$ cat src/rtl/core/tdsm_pkg.sv
`default_nettype none

package tdsm_pkg;

    // Item kinds carried by the req_type field.
    localparam logic REQ_LOAD = 1'b0;
    localparam logic REQ_TICK = 1'b1;

    localparam logic [9:0] SATURATE_MAX     = 10'd999;
    localparam logic [7:0] POINT_CLEAR_MASK = 8'h7F;
    localparam logic [7:0] BLANK_SEGMENTS   = 8'hFF;

    // Active-low digit enables: bit 2 hundreds, bit 1 tens, bit 0 ones.
    localparam logic [2:0] EN_HUNDREDS = 3'b011;
    localparam logic [2:0] EN_TENS     = 3'b101;
    localparam logic [2:0] EN_ONES     = 3'b110;
    localparam logic [2:0] EN_NONE     = 3'b111;

    // Depth of the queue between the front and the back.
    localparam int QUEUE_DEPTH = 2;

    typedef struct packed {
        logic       req_type;
        logic [9:0] value;
    } t_in_item;

    typedef struct packed {
        logic [7:0] segments;
        logic [2:0] digit_enables;
    } t_out_item;

    // Classified command: the hundreds digit and the remainder below 100.
    typedef struct packed {
        logic       req_type;
        logic [3:0] hundreds;
        logic [6:0] remainder;
    } t_cmd;

    // Segment patterns for the digit codes 0 to 15.
    function automatic logic [7:0] f_segment(input logic [3:0] digit);
        logic [7:0] pattern;
        unique case (digit)
            4'd0:    pattern = 8'hDF;
            4'd1:    pattern = 8'h06;
            4'd2:    pattern = 8'hBB;
            4'd3:    pattern = 8'hAF;
            4'd4:    pattern = 8'h66;
            4'd5:    pattern = 8'h6D;
            4'd6:    pattern = 8'h7D;
            4'd7:    pattern = 8'h07;
            4'd8:    pattern = 8'h7F;
            4'd9:    pattern = 8'h6F;
            4'd10:   pattern = 8'h77;
            4'd11:   pattern = 8'h7C;
            4'd12:   pattern = 8'h39;
            4'd13:   pattern = 8'h5E;
            4'd14:   pattern = 8'h79;
            default: pattern = 8'h71;
        endcase
        return pattern;
    endfunction

endpackage

`default_nettype wire

$ cat src/rtl/core/tdsm_front.sv
`default_nettype none

module tdsm_front import tdsm_pkg::*; (
    input  var t_in_item i_item,
    output t_cmd         o_cmd
);

    logic [9:0]  sat_value;
    logic [15:0] hund_product;
    logic [3:0]  hundreds;
    logic [9:0]  hund_scaled;
    logic [9:0]  remainder;

    // Division by 100 is a multiply by 41 and a shift of 12, exact below 1000.
    always_comb begin
        sat_value    = (i_item.value > SATURATE_MAX) ? SATURATE_MAX : i_item.value;
        hund_product = 16'(sat_value) * 16'd41;
        hundreds     = hund_product[15:12];
        hund_scaled  = 10'(hundreds) * 10'd100;
        remainder    = sat_value - hund_scaled;
    end

    assign o_cmd.req_type  = i_item.req_type;
    assign o_cmd.hundreds  = hundreds;
    assign o_cmd.remainder = remainder[6:0];

endmodule

`default_nettype wire

$ cat src/rtl/core/tdsm_queue.sv
`default_nettype none

module tdsm_queue import tdsm_pkg::*; (
    input  wire  i_clk,
    input  wire  i_rst_n,
    input  wire  i_push,
    input  var t_cmd i_data,
    output logic o_full,
    input  wire  i_pop,
    output logic o_valid,
    output t_cmd o_data
);

    localparam int PtrW = (QUEUE_DEPTH > 1) ? $clog2(QUEUE_DEPTH) : 1;
    localparam int CntW = $clog2(QUEUE_DEPTH + 1);
    localparam logic [CntW-1:0] DepthCnt = CntW'(QUEUE_DEPTH);
    localparam logic [PtrW-1:0] LastPtr  = PtrW'(QUEUE_DEPTH - 1);

    t_cmd            r_mem [QUEUE_DEPTH];
    logic [PtrW-1:0] r_wr_ptr, n_wr_ptr;
    logic [PtrW-1:0] r_rd_ptr, n_rd_ptr;
    logic [CntW-1:0] r_count, n_count;

    always_comb begin
        n_wr_ptr = r_wr_ptr;
        n_rd_ptr = r_rd_ptr;
        n_count  = r_count;
        if (i_push) begin
            n_wr_ptr = (r_wr_ptr == LastPtr) ? '0 : r_wr_ptr + 1'b1;
        end
        if (i_pop) begin
            n_rd_ptr = (r_rd_ptr == LastPtr) ? '0 : r_rd_ptr + 1'b1;
        end
        if (i_push && !i_pop) begin
            n_count = r_count + 1'b1;
        end else if (!i_push && i_pop) begin
            n_count = r_count - 1'b1;
        end
    end

    always_ff @(posedge i_clk) begin
        if (!i_rst_n) begin
            r_wr_ptr <= '0;
            r_rd_ptr <= '0;
            r_count  <= '0;
        end else begin
            r_wr_ptr <= n_wr_ptr;
            r_rd_ptr <= n_rd_ptr;
            r_count  <= n_count;
        end
    end

    always_ff @(posedge i_clk) begin
        if (i_push) begin
            r_mem[r_wr_ptr] <= i_data;
        end
    end

    assign o_full  = (r_count == DepthCnt);
    assign o_valid = (r_count != '0);
    assign o_data  = r_mem[r_rd_ptr];

`ifndef SYNTHESIS
    a_no_push_when_full: assert property (@(posedge i_clk) disable iff (!i_rst_n)
        i_push |-> (r_count != DepthCnt))
        else $error("queue written while full");
    a_no_pop_when_empty: assert property (@(posedge i_clk) disable iff (!i_rst_n)
        i_pop |-> (r_count != '0))
        else $error("queue read while empty");
    a_count_tracks: assert property (@(posedge i_clk) disable iff (!i_rst_n)
        (i_push && !i_pop) |=> (r_count == $past(r_count) + 1'b1))
        else $error("queue count did not follow a lone write");
`endif

endmodule

`default_nettype wire

$ cat src/rtl/core/tdsm_back.sv
`default_nettype none

module tdsm_back import tdsm_pkg::*; (
    input  wire  i_clk,
    input  wire  i_rst_n,
    input  wire  i_cmd_valid,
    input  var t_cmd i_cmd,
    output logic o_cmd_pop,
    output logic o_out_valid,
    input  wire  i_out_stall,
    output t_out_item o_out_item
);

    localparam logic [1:0] PH_HUNDREDS = 2'd0;
    localparam logic [1:0] PH_TENS     = 2'd1;
    localparam logic [1:0] PH_ONES     = 2'd2;

    localparam logic [1:0] DP_ONES     = 2'd0;
    localparam logic [1:0] DP_TENS     = 2'd1;
    localparam logic [1:0] DP_HUNDREDS = 2'd2;

    logic [7:0]  r_hund_pat, n_hund_pat;
    logic [7:0]  r_tens_pat, n_tens_pat;
    logic [7:0]  r_ones_pat, n_ones_pat;
    logic [1:0]  r_phase, n_phase;
    logic [1:0]  r_point, n_point;
    logic        r_out_valid, n_out_valid;
    t_out_item   r_out_item, n_out_item;

    logic        out_free;
    logic        do_load;
    logic        do_tick;
    logic [13:0] tens_product;
    logic [3:0]  tens;
    logic [6:0]  tens_scaled;
    logic [6:0]  ones_wide;

    assign out_free  = !r_out_valid || !i_out_stall;
    assign o_cmd_pop = i_cmd_valid && ((i_cmd.req_type == REQ_LOAD) || out_free);
    assign do_load   = o_cmd_pop && (i_cmd.req_type == REQ_LOAD);
    assign do_tick   = o_cmd_pop && (i_cmd.req_type == REQ_TICK);

    // Division by 10 of a value below 100: multiply by 103, shift by 10.
    always_comb begin
        tens_product = 14'(i_cmd.remainder) * 14'd103;
        tens         = tens_product[13:10];
        tens_scaled  = 7'(tens) * 7'd10;
        ones_wide    = i_cmd.remainder - tens_scaled;
    end

    always_comb begin
        n_hund_pat = r_hund_pat;
        n_tens_pat = r_tens_pat;
        n_ones_pat = r_ones_pat;
        n_point    = r_point;
        if (do_load) begin
            n_hund_pat = f_segment(i_cmd.hundreds);
            n_tens_pat = f_segment(tens);
            n_ones_pat = f_segment(ones_wide[3:0]);
            unique case (r_point)
                DP_ONES: begin
                    n_ones_pat = n_ones_pat & POINT_CLEAR_MASK;
                    n_point    = DP_TENS;
                end
                DP_TENS: begin
                    n_tens_pat = n_tens_pat & POINT_CLEAR_MASK;
                    n_point    = DP_HUNDREDS;
                end
                DP_HUNDREDS: begin
                    n_hund_pat = n_hund_pat & POINT_CLEAR_MASK;
                    n_point    = DP_ONES;
                end
                default: begin
                    n_point    = DP_ONES;
                end
            endcase
        end
    end

    always_comb begin
        n_phase     = r_phase;
        n_out_item  = r_out_item;
        n_out_valid = r_out_valid && i_out_stall;
        if (do_tick) begin
            n_out_valid = 1'b1;
            unique case (r_phase)
                PH_HUNDREDS: begin
                    n_out_item.segments      = r_hund_pat;
                    n_out_item.digit_enables = EN_HUNDREDS;
                    n_phase                  = PH_TENS;
                end
                PH_TENS: begin
                    n_out_item.segments      = r_tens_pat;
                    n_out_item.digit_enables = EN_TENS;
                    n_phase                  = PH_ONES;
                end
                PH_ONES: begin
                    n_out_item.segments      = r_ones_pat;
                    n_out_item.digit_enables = EN_ONES;
                    n_phase                  = PH_HUNDREDS;
                end
                default: begin
                    n_out_item.segments      = BLANK_SEGMENTS;
                    n_out_item.digit_enables = EN_NONE;
                    n_phase                  = PH_HUNDREDS;
                end
            endcase
        end
    end

    always_ff @(posedge i_clk) begin
        if (!i_rst_n) begin
            r_hund_pat  <= '0;
            r_tens_pat  <= '0;
            r_ones_pat  <= '0;
            r_phase     <= PH_HUNDREDS;
            r_point     <= DP_ONES;
            r_out_valid <= 1'b0;
        end else begin
            r_hund_pat  <= n_hund_pat;
            r_tens_pat  <= n_tens_pat;
            r_ones_pat  <= n_ones_pat;
            r_phase     <= n_phase;
            r_point     <= n_point;
            r_out_valid <= n_out_valid;
        end
    end

    always_ff @(posedge i_clk) begin
        r_out_item <= n_out_item;
    end

    assign o_out_valid = r_out_valid;
    assign o_out_item  = r_out_item;

`ifndef SYNTHESIS
    a_tick_not_lost: assert property (@(posedge i_clk) disable iff (!i_rst_n)
        do_tick |=> o_out_valid)
        else $error("tick popped without a result");
    a_phase_advances: assert property (@(posedge i_clk) disable iff (!i_rst_n)
        do_tick |=> (r_phase != $past(r_phase)))
        else $error("scan phase did not move on a tick");
    a_load_keeps_phase: assert property (@(posedge i_clk) disable iff (!i_rst_n)
        (i_cmd_valid && !do_tick) |=> $stable(r_phase))
        else $error("scan phase moved without a tick");
`endif

endmodule

`default_nettype wire

$ cat src/rtl/core/three_digit_seven_segment_mux.sv
// A tick item passes through the command queue and then the output register.
// Throughput: one item per cycle, loads and ticks alike, unless an output stall
// holds a tick in the queue; set by the pop of the two-entry command queue and
// the single output register.
// A load item yields no result; it updates the stored digit patterns.
// Reset (i_rst_n low at a rising edge) clears the patterns, the scan phase
// (hundreds next), the decimal-point position (ones next) and the queue.
`default_nettype none

module three_digit_seven_segment_mux import tdsm_pkg::*; (
    input  wire       i_clk,
    input  wire       i_rst_n,
    input  wire       i_in_valid,
    output logic      o_in_stall,
    input  var t_in_item i_in_item,
    output logic      o_out_valid,
    input  wire       i_out_stall,
    output t_out_item o_out_item
);

    // The front classifies every item as it arrives: the value is saturated
    // to 999 and split into the hundreds digit and a remainder below 100.
    // The command then waits in a short queue, so the input side stalls only
    // when the queue is full, never directly because the output is stalled.
    // The back finishes the split into tens and ones, looks up the segment
    // patterns and rotates the decimal point on loads, and drives one digit
    // of the hundreds, tens, ones scan on ticks through an output register.

    t_cmd front_cmd;
    t_cmd queue_cmd;
    logic queue_full;
    logic queue_valid;
    logic queue_pop;
    logic in_accept;

    assign o_in_stall = queue_full;
    assign in_accept  = i_in_valid && !queue_full;

    tdsm_front u_front (
        .i_item (i_in_item),
        .o_cmd  (front_cmd)
    );

    tdsm_queue u_queue (
        .i_clk   (i_clk),
        .i_rst_n (i_rst_n),
        .i_push  (in_accept),
        .i_data  (front_cmd),
        .o_full  (queue_full),
        .i_pop   (queue_pop),
        .o_valid (queue_valid),
        .o_data  (queue_cmd)
    );

    tdsm_back u_back (
        .i_clk       (i_clk),
        .i_rst_n     (i_rst_n),
        .i_cmd_valid (queue_valid),
        .i_cmd       (queue_cmd),
        .o_cmd_pop   (queue_pop),
        .o_out_valid (o_out_valid),
        .i_out_stall (i_out_stall),
        .o_out_item  (o_out_item)
    );

endmodule

`default_nettype wire
$ cat config.mk
export PLATFORM = sky130hd
export DESIGN_NAME = three_digit_seven_segment_mux
export DESIGN_NICKNAME = d
export VERILOG_FILES = /design/src/rtl/core/tdsm_pkg.sv /design/src/rtl/core/tdsm_front.sv /design/src/rtl/core/tdsm_queue.sv /design/src/rtl/core/tdsm_back.sv /design/src/rtl/core/three_digit_seven_segment_mux.sv
export SDC_FILE = /design/constraint.sdc
export NUM_CORES = 1
export LEC_CHECK = 0
export BUFFER_PORTS_ARGS = -buffer_cell sky130_fd_sc_hd__buf_4
export CAP_MARGIN = 20
export CORE_MARGIN = 1.5
export CORE_UTILIZATION = 55
export CTS_CLUSTER_SIZE = 28
export DETAILED_ROUTE_END_ITERATION = 7
export HOLD_SLACK_MARGIN = 0.05
export PLACE_DENSITY_LB_ADDON = 0.08
export SLEW_MARGIN = 25
export SYNTH_ARGS = -nofsm -noshare
export SYNTH_HDL_FRONTEND = slang
export SYNTH_SLANG_ARGS = --single-unit
$ cat constraint.sdc
create_clock -name i_clk -period 7.2 [get_ports i_clk]
set_input_delay 0.72 -clock i_clk [delete_from_list [all_inputs] [get_ports i_clk]]
set_output_delay 0.72 -clock i_clk [all_outputs]
set_load 0.02 [all_outputs]
==> results.py <==
metrics = {
    "outcome": {
        "run_status": "finished clean",
    },
    "placement": {
        "port-buffer-count": 27,
        "detailed_place_hpwl_mm": 8.41,
        "gpl.final_weighted_congestion": 0.907,
        "dp_cells": 705,
    },
    "die": {
        "die_width_um": 103,
        "vertical_extent_of_the_die_um": 103,
        "rows": 36,
        "effective_utilization_at_floorplan_pct": 56.6,
        "core-area_mm2": 0.00977,
        "floorplan.die_area_mm2": 0.0107,
        "pin_count": 28,
    },
    "setup_path": {
        "critPathLaunchType": "register",
        "reg2reg_depth": 23,
        "cp_max_fanout": 8,
        "crit_arrival_ps": 6880,
        "critical_path.endpoint_type": "register",
        "setup.reg_to_reg.worst_slack_ps": 570,
        "cp_data_required_time_ps": 7450,
        "crit_type": "reg -> reg",
        "worst_r2r_endpoint": "u_back.r_ones_pat[2]",
    },
    "worst_hold_path": {
        "min-delay-start": "u_back.r_tens_pat[6]",
        "hold_path_end": "u_back.r_tens_pat[6]",
        "min_delay_path_depth": 2,
        "hold_path_class": "reg -> reg",
    },
    "logic_synthesis": {
        "syn-instance-count": 562,
        "avgSynthCellArea_um2": 9.84,
        "post-synth-top-area-fraction_pct": 21.7,
        "synth_seq_area_share_pct": 31.3,
        "ys_seq_elements": 69,
        "syn_nets": 686,
        "postSynth.asyncResetShare_pct": 0,
        "complex_gate_fraction_of_the_synthesized_area_pct": 14.4,
        "post_synth_num_cell_types": 70,
        "yosys_most_used_dff": "sky130_fd_sc_hd__edfxtp_1",
        "yosysWarnings": 0,
        "largest_family_of_logic_cells_by_synthesized_area": "adder cells",
        "yosys.area.top_type": "sky130_fd_sc_hd__ha_1",
        "synthXorXnorAreaFrac_pct": 3.75,
        "synth-edff-count": 35,
        "cell_area_after_synthesis_mm2": 0.00553,
        "post_synth_mux_area_share_pct": 6.02,
        "synth.area.top_cells": "sky130_fd_sc_hd__ha_1 22%, sky130_fd_sc_hd__edfxtp_1 19%, sky130_fd_sc_hd__dfxtp_1 12%",
        "adder_cell_share_of_the_synthesized_area_pct": 26.6,
        "synth-simple-area-share_pct": 11.1,
    },
    "timing": {
        "final-max-slew-violation-count": 0,
        "finalSetupViolCount": 0,
        "max_clock_freq_mhz": 151,
        "period_needed_ps": 6630,
        "tightestPinTransition_ps": 736,
        "min_period_over_period_pct": 92.1,
        "grt_setup_unrepaired": "false",
        "hold_viol": 0,
        "setup_clock_skew_after_layout_ps": 19.3,
        "hold_ws_ps": 459,
        "slew-limit-headroom_pct": 49.5,
        "totalNegativeSetupSlack_ps": 0,
    },
    "cts": {
        "cts_inserted_buffers": 9,
        "postCtsHoldBufs": 0,
        "cts-htree-levels": 3,
        "tritoncts": "done",
        "max-clock-path-buffers": 2,
        "cts_setup_buffers": 0,
        "cts.root.buffer_cell": "sky130_fd_sc_hd__clkbuf_8",
        "clock_sink_count": 69,
        "clk_latency_ps": 350,
        "cts.reportedPaths.clkPinSlew_ps": 90,
    },
    "grt": {
        "grt_first_pass_wirelength_mm": 17.5,
        "grt_max_degree": 29,
        "grt_pass1_vias": 3768,
        "antenna_found_initial": 0,
        "grt.overflow.total": 0,
        "gr-usage-all-layers_pct": 21.2,
    },
    "final_layout": {
        "antennaDiodeCount": 0,
        "layout.cells.most_common_list": "96 x sky130_fd_sc_hd__ha_1, 73 x sky130_fd_sc_hd__inv_1, 35 x sky130_fd_sc_hd__edfxtp_1",
        "final_cells": 721,
        "layout_cells_sized_above_1_pct": 13.4,
        "area.growth.synth_to_final_pct": 9.72,
        "finish.net_count": 707,
        "layout_commonest_cell": "sky130_fd_sc_hd__ha_1",
    },
    "route": {
        "antenna_violating_nets_post_route": 0,
        "drt_first_iter_violations": 111,
        "route.detailed.vias_per_inst": 5.51,
        "wirelength_mm": 10.5,
        "via_count": 3975,
        "wl_per_cell_um": 14.6,
        "post-route-drc-count": 0,
        "detailedRoute.firstPassIterationCount": 4,
    },
    "run": {
        "maxCapViolations": 0,
    },
}
## sequential cells by signal, summed over array words and instances, names as in the netlist, 2 cells and up, named ones only
signal,flops
u_back.r_point,2
u_back.r_phase,2
u_back.r_ones_pat,8
u_back.r_tens_pat,8
u_back.r_hund_pat,8
u_back.o_out_item,11
u_queue.r_count,2
u_queue.r_mem,24
## worst max-delay path by stage
stage                                      end  slack [ps]  cells past startpoint
final                     u_back.r_ones_pat[2]         570                     23
after global routing      u_back.r_ones_pat[2]         140                     23
after CTS                 u_back.r_ones_pat[2]         410                     23
after detailed placement  u_back.r_ones_pat[2]         460                     23
after global placement    u_back.r_ones_pat[2]         770                     23
after floorplan           u_back.r_ones_pat[2]         870                     25
## per-layer routing
layer | wire length (um) | track usage [%] | vias to the layer above
met3 | 248 | 4.03 | 12
met1 | 5050 | 27.9 | 1888
met4 | 127 | 5.41 | 0
met2 | 5090 | 36.0 | 54
met5 | 0 | 0 | -
li1 | - | - | 2021
## timing repair
action                     4_1_cts  5_1_grt
hold endpoints to repair         0        0
setup endpoints to repair        0        1
gates resized for setup          0        1
## worst max-delay path, stage by stage (launching register included)
cell                      delay [ps]
sky130_fd_sc_hd__dfxtp_1         540
sky130_fd_sc_hd__mux2i_1         480
sky130_fd_sc_hd__inv_1           230
sky130_fd_sc_hd__ha_1            390
sky130_fd_sc_hd__ha_1            290
sky130_fd_sc_hd__inv_1            50
sky130_fd_sc_hd__fa_1            480
sky130_fd_sc_hd__fa_1            520
sky130_fd_sc_hd__inv_1            50
sky130_fd_sc_hd__ha_1            300
sky130_fd_sc_hd__o21ai_0         230
sky130_fd_sc_hd__o22ai_1         180
sky130_fd_sc_hd__nor3_1          190
sky130_fd_sc_hd__o21ai_0         100
sky130_fd_sc_hd__a21oi_1         230
sky130_fd_sc_hd__xor2_2          310
sky130_fd_sc_hd__inv_1           170
sky130_fd_sc_hd__fa_1            460
sky130_fd_sc_hd__xnor2_1         200
sky130_fd_sc_hd__o21ai_0         210
sky130_fd_sc_hd__a21oi_4         270
sky130_fd_sc_hd__nor2_4          100
sky130_fd_sc_hd__or3_1           320
sky130_fd_sc_hd__a32o_1          240
## per-stage QoR
| stage | instance area, um^2 | setup slack (ps) | utilization (%) |
|---|---|---|---|
| floorplan | 5530 | 872 | - |
| global placement | 5830 | 775 | 59.7 |
| detailed placement | 5830 | 457 | 59.7 |
| CTS | 6060 | 412 | 62.0 |
| global route | 6070 | 136 | 62.1 |
| finish | 6070 | 571 | 62.1 |
## cell type report
type / count / area (um^2)
fill: 861 / 3700
multi-input combinational: 399 / 3440
sequential: 69 / 1730
inverter: 73 / 274
timing repair buffer: 31 / 233
tap: 133 / 166
clock buffer: 9 / 124
clock inverter: 7 / 105
## kinds of logic (layout without fill, tap and decap cells)
group	after synthesis	after routing
AOI/OAI and AO/OA	117	117
DFF	69	69
buffers and inverters	94	120
and+or+nand+nor	119	119
adders and majority gates	110	110
xor gates and xnor gates	22	22
muxes	31	31
## synth_stat cells, types with 2 or more instances
library cell,count
sky130_fd_sc_hd__o211a_1,2
sky130_fd_sc_hd__nand2_1,33
sky130_fd_sc_hd__inv_1,73
sky130_fd_sc_hd__mux2_2,5
sky130_fd_sc_hd__ha_1,96
sky130_fd_sc_hd__and3_1,4
sky130_fd_sc_hd__clkbuf_1,15
sky130_fd_sc_hd__dfxtp_1,34
sky130_fd_sc_hd__or3_1,3
sky130_fd_sc_hd__a211oi_1,5
sky130_fd_sc_hd__o21ai_1,3
sky130_fd_sc_hd__fa_1,13
sky130_fd_sc_hd__o21ai_0,22
sky130_fd_sc_hd__xor2_1,7
sky130_fd_sc_hd__a21oi_1,33
sky130_fd_sc_hd__nor2b_1,7
sky130_fd_sc_hd__a21boi_0,6
sky130_fd_sc_hd__o21a_1,5
sky130_fd_sc_hd__nand4_1,4
sky130_fd_sc_hd__xnor2_1,13
sky130_fd_sc_hd__a21o_1,2
sky130_fd_sc_hd__and2_1,9
sky130_fd_sc_hd__mux2i_1,25
sky130_fd_sc_hd__o211ai_1,3
sky130_fd_sc_hd__nand2b_1,2
sky130_fd_sc_hd__a31oi_1,4
sky130_fd_sc_hd__and2_2,2
sky130_fd_sc_hd__buf_2,4
sky130_fd_sc_hd__o311ai_0,3
sky130_fd_sc_hd__o21bai_1,2
sky130_fd_sc_hd__a22oi_1,2
sky130_fd_sc_hd__or2_2,6
sky130_fd_sc_hd__nand3_1,11
sky130_fd_sc_hd__edfxtp_1,35
sky130_fd_sc_hd__o22ai_1,3
sky130_fd_sc_hd__nor2_1,23
sky130_fd_sc_hd__a221oi_1,4
sky130_fd_sc_hd__nor3_1,7
Power is left out: the tool's default activity adds up to more than one toggle a clock period on the data nets, which glitch-free logic cannot reach.
